[config.mk]
export PLATFORM = sky130hd
export DESIGN_NAME = lru_cache_lookup
export DESIGN_NICKNAME = d
export VERILOG_FILES = /design/src/rtl/lcl_pkg.sv /design/src/rtl/lcl_engine.sv /design/src/rtl/lru_cache_lookup.sv
export VERILOG_INCLUDE_DIRS = /design/src /design/src/rtl
export SDC_FILE = /design/constraint.sdc
export NUM_CORES = 1
export LEC_CHECK = 0
export CAP_MARGIN = 20
export CORE_MARGIN = 2
export CORE_UTILIZATION = 32
export DETAILED_ROUTE_END_ITERATION = 7
export DONT_BUFFER_PORTS = 1
export SLEW_MARGIN = 5
export SYNTH_ARGS = -nofsm -noshare
export SYNTH_HDL_FRONTEND = slang
export SYNTH_HIERARCHICAL = 1
export SYNTH_SLANG_ARGS = --single-unit
[constraint.sdc]
create_clock -name clk -period 5.8 [get_ports clk]
set_clock_uncertainty 0.05 [all_clocks]
set_input_delay 0.87 -clock clk [delete_from_list [all_inputs] [get_ports clk]]
set_output_delay 0.87 -clock clk [all_outputs]
set_load 0.01 [all_outputs]
[src/rtl/lru_cache_lookup_assert.svh]
`ifndef LRU_CACHE_LOOKUP_ASSERT_SVH
`define LRU_CACHE_LOOKUP_ASSERT_SVH

// Checks on the same cycle, sampled on clk, off while rst_n is low
`define LCL_ASSERT_NOW(label, ante, cons, msg) \
    label: assert property (@(posedge clk) disable iff (!rst_n) (ante) |-> (cons)) \
        else $error(msg);

// Checks in the cycle after the antecedent
`define LCL_ASSERT_NEXT(label, ante, cons, msg) \
    label: assert property (@(posedge clk) disable iff (!rst_n) (ante) |=> (cons)) \
        else $error(msg);

`endif

[src/rtl/lcl_pkg.sv]
package lcl_pkg;

    localparam int DEPTH_DEF  = 8;
    localparam int KEY_W      = 32;
    localparam int CAP_W      = 4;
    localparam int OUT_DATA_W = 40;
    localparam int OUT_PAD_W  = OUT_DATA_W - KEY_W - 2;

    localparam logic [CAP_W-1:0] CAP_RESET = 4'd8;

    typedef struct packed {
        logic             hit;
        logic             evicted;
        logic [KEY_W-1:0] evicted_key;
    } lcl_res_t;

endpackage

[src/rtl/lcl_engine.sv]
`include "lru_cache_lookup_assert.svh"

module lcl_engine #(
    parameter int DEPTH = lcl_pkg::DEPTH_DEF
) (
    input  logic                       clk,
    input  logic                       rst_n,
    input  logic                       start,
    input  logic [lcl_pkg::KEY_W-1:0]  key,
    input  logic [lcl_pkg::CAP_W-1:0]  capacity,
    output logic                       idle,
    output logic                       res_valid,
    input  logic                       res_ready,
    output lcl_pkg::lcl_res_t          res
);

    localparam int KW    = lcl_pkg::KEY_W;
    localparam int AW    = (DEPTH > 1) ? $clog2(DEPTH) : 1;
    localparam int CW    = $clog2(DEPTH + 1);
    localparam int MW    = KW + AW;
    localparam int CMP_W = (CW > lcl_pkg::CAP_W) ? CW : lcl_pkg::CAP_W;

    typedef enum logic [3:0] {
        ST_IDLE = 4'b0001,
        ST_SCAN = 4'b0010,
        ST_UPD  = 4'b0100,
        ST_FIN  = 4'b1000
    } state_t;

    state_t          state_reg, state_next;
    logic [CW-1:0]   cnt_reg, cnt_next;
    logic            pvld_reg;
    logic [AW-1:0]   pidx_reg;
    logic [KW-1:0]   key_reg;
    logic            found_reg;
    logic [AW-1:0]   fidx_reg;
    logic [AW-1:0]   frank_reg;
    logic            vict_ok_reg;
    logic [AW-1:0]   vidx_reg;
    logic [AW-1:0]   vrank_reg;
    logic [KW-1:0]   vkey_reg;
    logic            free_ok_reg;
    logic [AW-1:0]   free_idx_reg;
    logic [DEPTH-1:0] valid_reg;
    logic [CW-1:0]   occ_reg;

    // key and recency rank per entry, {key, rank}
    logic [MW-1:0]   mem [DEPTH];
    logic [MW-1:0]   mem_rdata;
    logic [AW-1:0]   mem_raddr;
    logic            mem_we;
    logic [MW-1:0]   mem_wdata;

    logic            issue;
    logic            sweep_end;
    logic [KW-1:0]   rd_key;
    logic [AW-1:0]   rd_rank;
    logic            rd_valid;
    logic [CMP_W-1:0] cap_ext;
    logic [CMP_W-1:0] eff_cap;
    logic [CMP_W-1:0] occ_ext;
    logic            do_evict;
    logic [AW-1:0]   ins_idx;
    logic            fin_fire;

    assign issue     = ((state_reg == ST_SCAN) || (state_reg == ST_UPD))
                       && (cnt_reg != CW'(DEPTH));
    assign sweep_end = pvld_reg && (cnt_reg == CW'(DEPTH));
    assign mem_raddr = issue ? cnt_reg[AW-1:0] : '0;
    assign rd_key    = mem_rdata[MW-1:AW];
    assign rd_rank   = mem_rdata[AW-1:0];
    assign rd_valid  = valid_reg[pidx_reg];
    assign fin_fire  = (state_reg == ST_FIN) && res_ready;

    assign cap_ext = CMP_W'(capacity);
    assign occ_ext = CMP_W'(occ_reg);

    always_comb
    begin
        eff_cap = cap_ext;
        if (cap_ext == '0)
        begin
            eff_cap = CMP_W'(1);
        end
        else if (cap_ext > CMP_W'(DEPTH))
        begin
            eff_cap = CMP_W'(DEPTH);
        end
    end

    assign do_evict = !found_reg && vict_ok_reg && (occ_ext >= eff_cap) && (occ_reg != '0);

    // new key goes to the lowest free slot, counting the victim's slot as free
    always_comb
    begin
        ins_idx = free_idx_reg;
        if (do_evict && (!free_ok_reg || (vidx_reg < free_idx_reg)))
        begin
            ins_idx = vidx_reg;
        end
    end

    always_comb
    begin
        state_next = state_reg;
        case (state_reg)
            ST_IDLE:
            begin
                if (start)
                begin
                    state_next = ST_SCAN;
                end
            end
            ST_SCAN:
            begin
                if (sweep_end)
                begin
                    state_next = ST_UPD;
                end
            end
            ST_UPD:
            begin
                if (sweep_end)
                begin
                    state_next = ST_FIN;
                end
            end
            ST_FIN:
            begin
                if (res_ready)
                begin
                    state_next = ST_IDLE;
                end
            end
            default:
            begin
                state_next = ST_IDLE;
            end
        endcase
    end

    always_comb
    begin
        cnt_next = cnt_reg;
        if (sweep_end)
        begin
            cnt_next = '0;
        end
        else if (issue)
        begin
            cnt_next = cnt_reg + CW'(1);
        end
    end

    // write-back pass: entry read last cycle is written now, next entry read meanwhile
    always_comb
    begin
        mem_we    = 1'b0;
        mem_wdata = mem_rdata;
        if ((state_reg == ST_UPD) && pvld_reg)
        begin
            mem_we = 1'b1;
            if (found_reg)
            begin
                if (pidx_reg == fidx_reg)
                begin
                    mem_wdata = {rd_key, AW'(0)};
                end
                else if (rd_valid && (rd_rank < frank_reg))
                begin
                    mem_wdata = {rd_key, rd_rank + AW'(1)};
                end
            end
            else if (pidx_reg == ins_idx)
            begin
                mem_wdata = {key_reg, AW'(0)};
            end
            else if (rd_valid && !(do_evict && (pidx_reg == vidx_reg)))
            begin
                mem_wdata = {rd_key, rd_rank + AW'(1)};
            end
        end
    end

    always_ff @(posedge clk)
    begin
        if (mem_we)
        begin
            mem[pidx_reg] <= mem_wdata;
        end
        mem_rdata <= mem[mem_raddr];
    end

    always_ff @(posedge clk or negedge rst_n)
    begin
        if (!rst_n)
        begin
            state_reg   <= ST_IDLE;
            cnt_reg     <= '0;
            pvld_reg    <= 1'b0;
            found_reg   <= 1'b0;
            vict_ok_reg <= 1'b0;
            free_ok_reg <= 1'b0;
            valid_reg   <= '0;
            occ_reg     <= '0;
        end
        else
        begin
            state_reg <= state_next;
            cnt_reg   <= cnt_next;
            pvld_reg  <= issue;

            if ((state_reg == ST_IDLE) && start)
            begin
                found_reg   <= 1'b0;
                vict_ok_reg <= 1'b0;
                free_ok_reg <= 1'b0;
            end

            if ((state_reg == ST_SCAN) && pvld_reg)
            begin
                if (rd_valid && (rd_key == key_reg) && !found_reg)
                begin
                    found_reg <= 1'b1;
                end
                if (rd_valid && (!vict_ok_reg || (rd_rank > vrank_reg)))
                begin
                    vict_ok_reg <= 1'b1;
                end
                if (!rd_valid && !free_ok_reg)
                begin
                    free_ok_reg <= 1'b1;
                end
            end

            if ((state_reg == ST_UPD) && pvld_reg && !found_reg)
            begin
                if (pidx_reg == ins_idx)
                begin
                    valid_reg[pidx_reg] <= 1'b1;
                end
                else if (do_evict && (pidx_reg == vidx_reg))
                begin
                    valid_reg[pidx_reg] <= 1'b0;
                end
            end

            if (fin_fire && !found_reg && !do_evict)
            begin
                occ_reg <= occ_reg + CW'(1);
            end
        end
    end

    // payload side of the scan, no reset needed
    always_ff @(posedge clk)
    begin
        pidx_reg <= mem_raddr;
        if ((state_reg == ST_IDLE) && start)
        begin
            key_reg <= key;
        end
        if ((state_reg == ST_SCAN) && pvld_reg)
        begin
            if (rd_valid && (rd_key == key_reg) && !found_reg)
            begin
                fidx_reg  <= pidx_reg;
                frank_reg <= rd_rank;
            end
            if (rd_valid && (!vict_ok_reg || (rd_rank > vrank_reg)))
            begin
                vidx_reg  <= pidx_reg;
                vrank_reg <= rd_rank;
                vkey_reg  <= rd_key;
            end
            if (!rd_valid && !free_ok_reg)
            begin
                free_idx_reg <= pidx_reg;
            end
        end
    end

    assign idle            = (state_reg == ST_IDLE);
    assign res_valid       = (state_reg == ST_FIN);
    assign res.hit         = found_reg;
    assign res.evicted     = do_evict;
    assign res.evicted_key = do_evict ? vkey_reg : '0;

    `LCL_ASSERT_NOW(a_occ_matches_valid, state_reg == ST_IDLE,
        $countones(valid_reg) == occ_reg, "occupancy out of step with valid marks")
    `LCL_ASSERT_NOW(a_evict_only_when_full, res_valid && res.evicted,
        !res.hit && (occ_ext >= eff_cap), "eviction without a full store")
    `LCL_ASSERT_NOW(a_free_slot_on_fill, (state_reg == ST_UPD) && !found_reg && !do_evict,
        free_ok_reg, "miss without eviction found no free slot")
    `LCL_ASSERT_NEXT(a_occ_grows_on_fill, fin_fire && !found_reg && !do_evict,
        occ_reg == $past(occ_reg) + CW'(1), "occupancy did not grow on fill")

endmodule

[src/rtl/lru_cache_lookup.sv]
// Channel   Direction  tdata fields (low bit up)                  Width
// s_axis    in         key                                         32
// m_axis    out        hit, evicted, evicted_key, zero pad         40
// cfg       in         capacity (write enable, no read-back)        4
//
// An item takes one lookup sweep and one read-modify-write sweep over the
// key/rank memory, one entry a cycle each.
// Reset (rst_n, async, low) empties the store; capacity returns to 8.
// A stalled m_axis holds the finished transaction in the output register; the
// engine then waits in its final state before taking the next key.

module lru_cache_lookup #(
    parameter int DEPTH = lcl_pkg::DEPTH_DEF
) (
    input  logic                            clk,
    input  logic                            rst_n,
    input  logic                            s_tvalid,
    output logic                            s_tready,
    input  logic [lcl_pkg::KEY_W-1:0]       s_tdata,   // key
    output logic                            m_tvalid,
    input  logic                            m_tready,
    output logic [lcl_pkg::OUT_DATA_W-1:0]  m_tdata,   // hit, evicted, evicted_key, pad
    input  logic                            cfg_we,
    input  logic [lcl_pkg::CAP_W-1:0]       cfg_wdata
);

    logic [lcl_pkg::CAP_W-1:0]      capacity_reg;
    logic                           m_tvalid_reg;
    logic [lcl_pkg::OUT_DATA_W-1:0] m_tdata_reg;

    logic              eng_idle;
    logic              res_valid;
    logic              res_ready;
    lcl_pkg::lcl_res_t res;

    lcl_engine #(
        .DEPTH (DEPTH)
    ) u_engine (
        .clk       (clk),
        .rst_n     (rst_n),
        .start     (s_tvalid),
        .key       (s_tdata),
        .capacity  (capacity_reg),
        .idle      (eng_idle),
        .res_valid (res_valid),
        .res_ready (res_ready),
        .res       (res)
    );

    assign s_tready  = eng_idle;
    assign res_ready = !m_tvalid_reg || m_tready;

    always_ff @(posedge clk or negedge rst_n)
    begin
        if (!rst_n)
        begin
            capacity_reg <= lcl_pkg::CAP_RESET;
            m_tvalid_reg <= 1'b0;
        end
        else
        begin
            if (cfg_we)
            begin
                capacity_reg <= cfg_wdata;
            end
            if (res_ready)
            begin
                m_tvalid_reg <= res_valid;
            end
        end
    end

    always_ff @(posedge clk)
    begin
        if (res_ready && res_valid)
        begin
            m_tdata_reg <= {{lcl_pkg::OUT_PAD_W{1'b0}}, res.evicted_key, res.evicted, res.hit};
        end
    end

    assign m_tvalid = m_tvalid_reg;
    assign m_tdata  = m_tdata_reg;

endmodule
==> results.py <==
metrics = {
    "floorplanning": {
        "fp.dieH_um": 243,
        "die_area_sq_um": 59200,
        "ioPinCount": 83,
        "rows": 87,
        "die_w_um": 243,
        "start_util_pct": 32.4,
        "core_sq_um": 56500,
    },
    "worst_setup_path": {
        "reg2reg_slack_ns": 1.70,
        "cp_cell_sequence": "inv_1, ha_1, nor2_1, a2111oi_4, buf_4, o211ai_1, mux2i_2, nand3_2, buf_4, mux2_4",
        "end_kind": "flip-flop",
        "start_kind": "flip-flop",
        "ff2ff_path_depth": 10,
        "cp_max_fo": 34,
        "cpMaxStageDelayCell": "nand3_2",
        "worstPathRequired_ns": 6.06,
        "cp_slowest_stage_delay_ns": 0.75,
        "crit_top_cell": "buf_4",
        "worstSetupPathType": "flip-flop to flip-flop",
        "timing.rr.start": "capacity_reg[3]",
        "rr_endpoint": "u_engine/mem[7][9]",
        "critPathArrivalTime_ns": 4.36,
    },
    "place": {
        "place_ws_ns": 1.63,
        "place_inst": 1860,
        "hpwl_um": 24200,
        "finalWeightedCongestion": 0.739,
        "io_buffers": 0,
    },
    "synthesis": {
        "yosysTopAreaCellShare_pct": 64.4,
        "syn_inst": 1139,
        "ys_seq_area_share_pct": 72.6,
        "netlist_area_sq_um": 18300,
        "yosysWarnings": 6,
        "ys_types": 52,
        "synth_edf_count": 393,
        "synth_largest_area_cell": "edfxtp_1",
        "async_flop_share_pct": 6.30,
        "yosys_register_bits": 460,
        "synth_flop_cell": "edfxtp_1",
        "synth.top_cells.by_area": "edfxtp_1 64%, mux2i_1 7.8%, dfxtp_1 4.2%, dfrtp_1 3.7%, mux2_4 2.6%",
        "avgSynthCellArea_sq_um": 16.1,
    },
    "sta": {
        "tns_ns": 0,
        "setup_viol": 0,
        "setup_slack_ns": 1.70,
        "final_hold_viol_count": 0,
        "min_period_ns": 4.10,
        "worst_pin_slew_ns": 1.07,
        "max_slew_margin_pct": 28.9,
        "max_freq_ghz": 0.244,
        "final_max_slew_viol_count": 0,
        "rsz0062_at_grt": "no",
        "post-route-period-util_pct": 70.7,
    },
    "drt": {
        "vias": 9332,
        "drc": 0,
        "dr.pass1.iters": 5,
        "drt_iter0_drc": 674,
        "vias_per_cell": 4.79,
        "drtAntennaViolNets": 0,
        "totalWireLength_um": 40500,
        "routedWlPerCell_um": 20.8,
    },
    "clocking": {
        "clkSinkCount": 460,
        "clockBufferDepth": 3,
        "post_cts_buffers": 0,
        "clk_latency_ns": 0.58,
        "cts_htree_levels": 2,
        "cts.clk_slew.worst_paths_ns": 0.06,
        "cts_tree": "done",
        "cts.hold.buffers_added": 1,
        "cts_resized": 0,
        "cts_root_buffer": "clkbuf_16",
        "cts_made_buffers": 47,
    },
    "finish": {
        "multi_input_area_sq_um": 4710,
        "layout.nets": 1211,
        "diodes": 0,
        "largest_reg_flops": 280,
        "syn_to_final_growth_pct": 13.9,
        "drive_gt1_share_pct": 13.9,
        "final_cell_mix": "393 x edfxtp_1, 143 x mux2i_1, 118 x nand2_1, 49 x clkbuf_16, 41 x a21oi_1",
        "final_common_cell": "edfxtp_1",
        "final_cells": 1947,
        "ff_latch_area_sq_um": 13300,
        "n_fill_cell": 5195,
    },
    "global_route": {
        "grt_overflow": 0,
        "first_global_vias": 9048,
        "track_usage_pct": 13.5,
        "antenna_found_initial": 0,
        "grt_pass1_wl_um": 59300,
        "grt_max_degree": 72,
    },
    "status": {
        "status": "finished, final reports clean",
    },
    "power": {
        "p_leak_nw": 7.33,
        "p_per_area_nw_per_um2": 406,
        "ir_worst_vdd_mv": 0.233,
    },
    "hold_path": {
        "hp-class": "primary input to async pin",
    },
    "job": {
        "drv_cap": 0,
    },
}
worst max-delay path by stage:
stage | startpoint | endpoint
final | capacity_reg[3] | u_engine/mem[7][9]
after global routing | capacity_reg[3] | u_engine/mem[2][9]
after CTS | capacity_reg[3] | u_engine/mem[7][9]
after detailed placement | capacity_reg[3] | u_engine/mem[1][15]
after global placement | capacity_reg[3] | u_engine/mem[5][9]
after floorplan | u_engine/pidx_reg[1] | u_engine/mem[2][0]
power by group:
part | internal [mW] | switching, mW | total [mW]
clock network | 1.91 | 1.24 | 3.15
registers | 3.94 | 0.240 | 4.18
logic | 0.471 | 0.668 | 1.14
critical path, delay by kind of cell, from the launching register on:
| kind | cells | cell delay [ns] |
|---|---|---|
| multiplexers | 2 | 0.64 |
| buffers and inverters | 3 | 1.00 |
| AO/OA/AOI/OAI | 2 | 0.49 |
| AND/OR/NAND/NOR | 2 | 0.81 |
| adder cells (fa/ha/maj) | 1 | 0.27 |
| flip-flops | 1 | 0.54 |
cell type report:
| type | instances | area share, % |
|---|---|---|
| clock buffer | 64 | 6.34 |
| inverter | 23 | 0.420 |
| sequential | 460 | 63.7 |
| clock inverter | 22 | 1.45 |
| timing repair buffer | 24 | 0.924 |
| tap | 756 | 4.54 |
| multi-input combinational | 598 | 22.6 |
metal layers:
layer  vias to the layer above  wire length [um]  global-route usage, %
met5                         -                 0                      0
li1                       4340                 -                      -
met4                         0               679                   3.45
met2                       230             19800                   22.7
met1                      4710             17600                   17.3
met3                        52              2530                   3.49
synth_stat cells (all sizes together) (4+ instances only):
cell / n
inv: 22
buf: 24
mux2: 37
nand3: 18
dfrtp: 27
edfxtp: 393
nand2b: 5
a21oi: 42
nand4: 7
nor3: 6
dfxtp: 38
nand2: 121
xor2: 17
nor4: 8
nor2: 15
a32o: 35
and3: 32
nor2b: 4
o41ai: 6
o21ai: 20
mux2i: 144
clkbuf: 39
xnor2: 31
ha: 16
kinds of logic (layout without fill, tap and decap cells):
| family | after synthesis | after routing | synth area share (%) |
|---|---|---|---|
| other cells | 1 | 6 | 0.0205 |
| fa+ha+maj | 16 | 16 | 1.09 |
| flops | 460 | 460 | 72.6 |
| xor+xnor | 48 | 48 | 2.30 |
| compound gates | 117 | 117 | 4.84 |
| buf+inv | 86 | 133 | 2.25 |
| simple gates | 228 | 228 | 5.88 |
| mux | 183 | 183 | 11.1 |
stage by stage:
stage / utilization (%) / hold WS, ns / power, mW / instance area [sq um]
after floorplan: - / 0.391 / 5.02 / 18300
after global placement: 34.0 / 0.409 / 5.36 / 19200
after detailed placement: 34.0 / 0.419 / 5.40 / 19200
after CTS: 36.9 / 0.0458 / 8.57 / 20900
after global routing: 36.9 / 0.0551 / 8.80 / 20900
final: 36.9 / 0.0664 / 8.47 / 20900
Note: power is estimated with default switching activity, not from simulation.
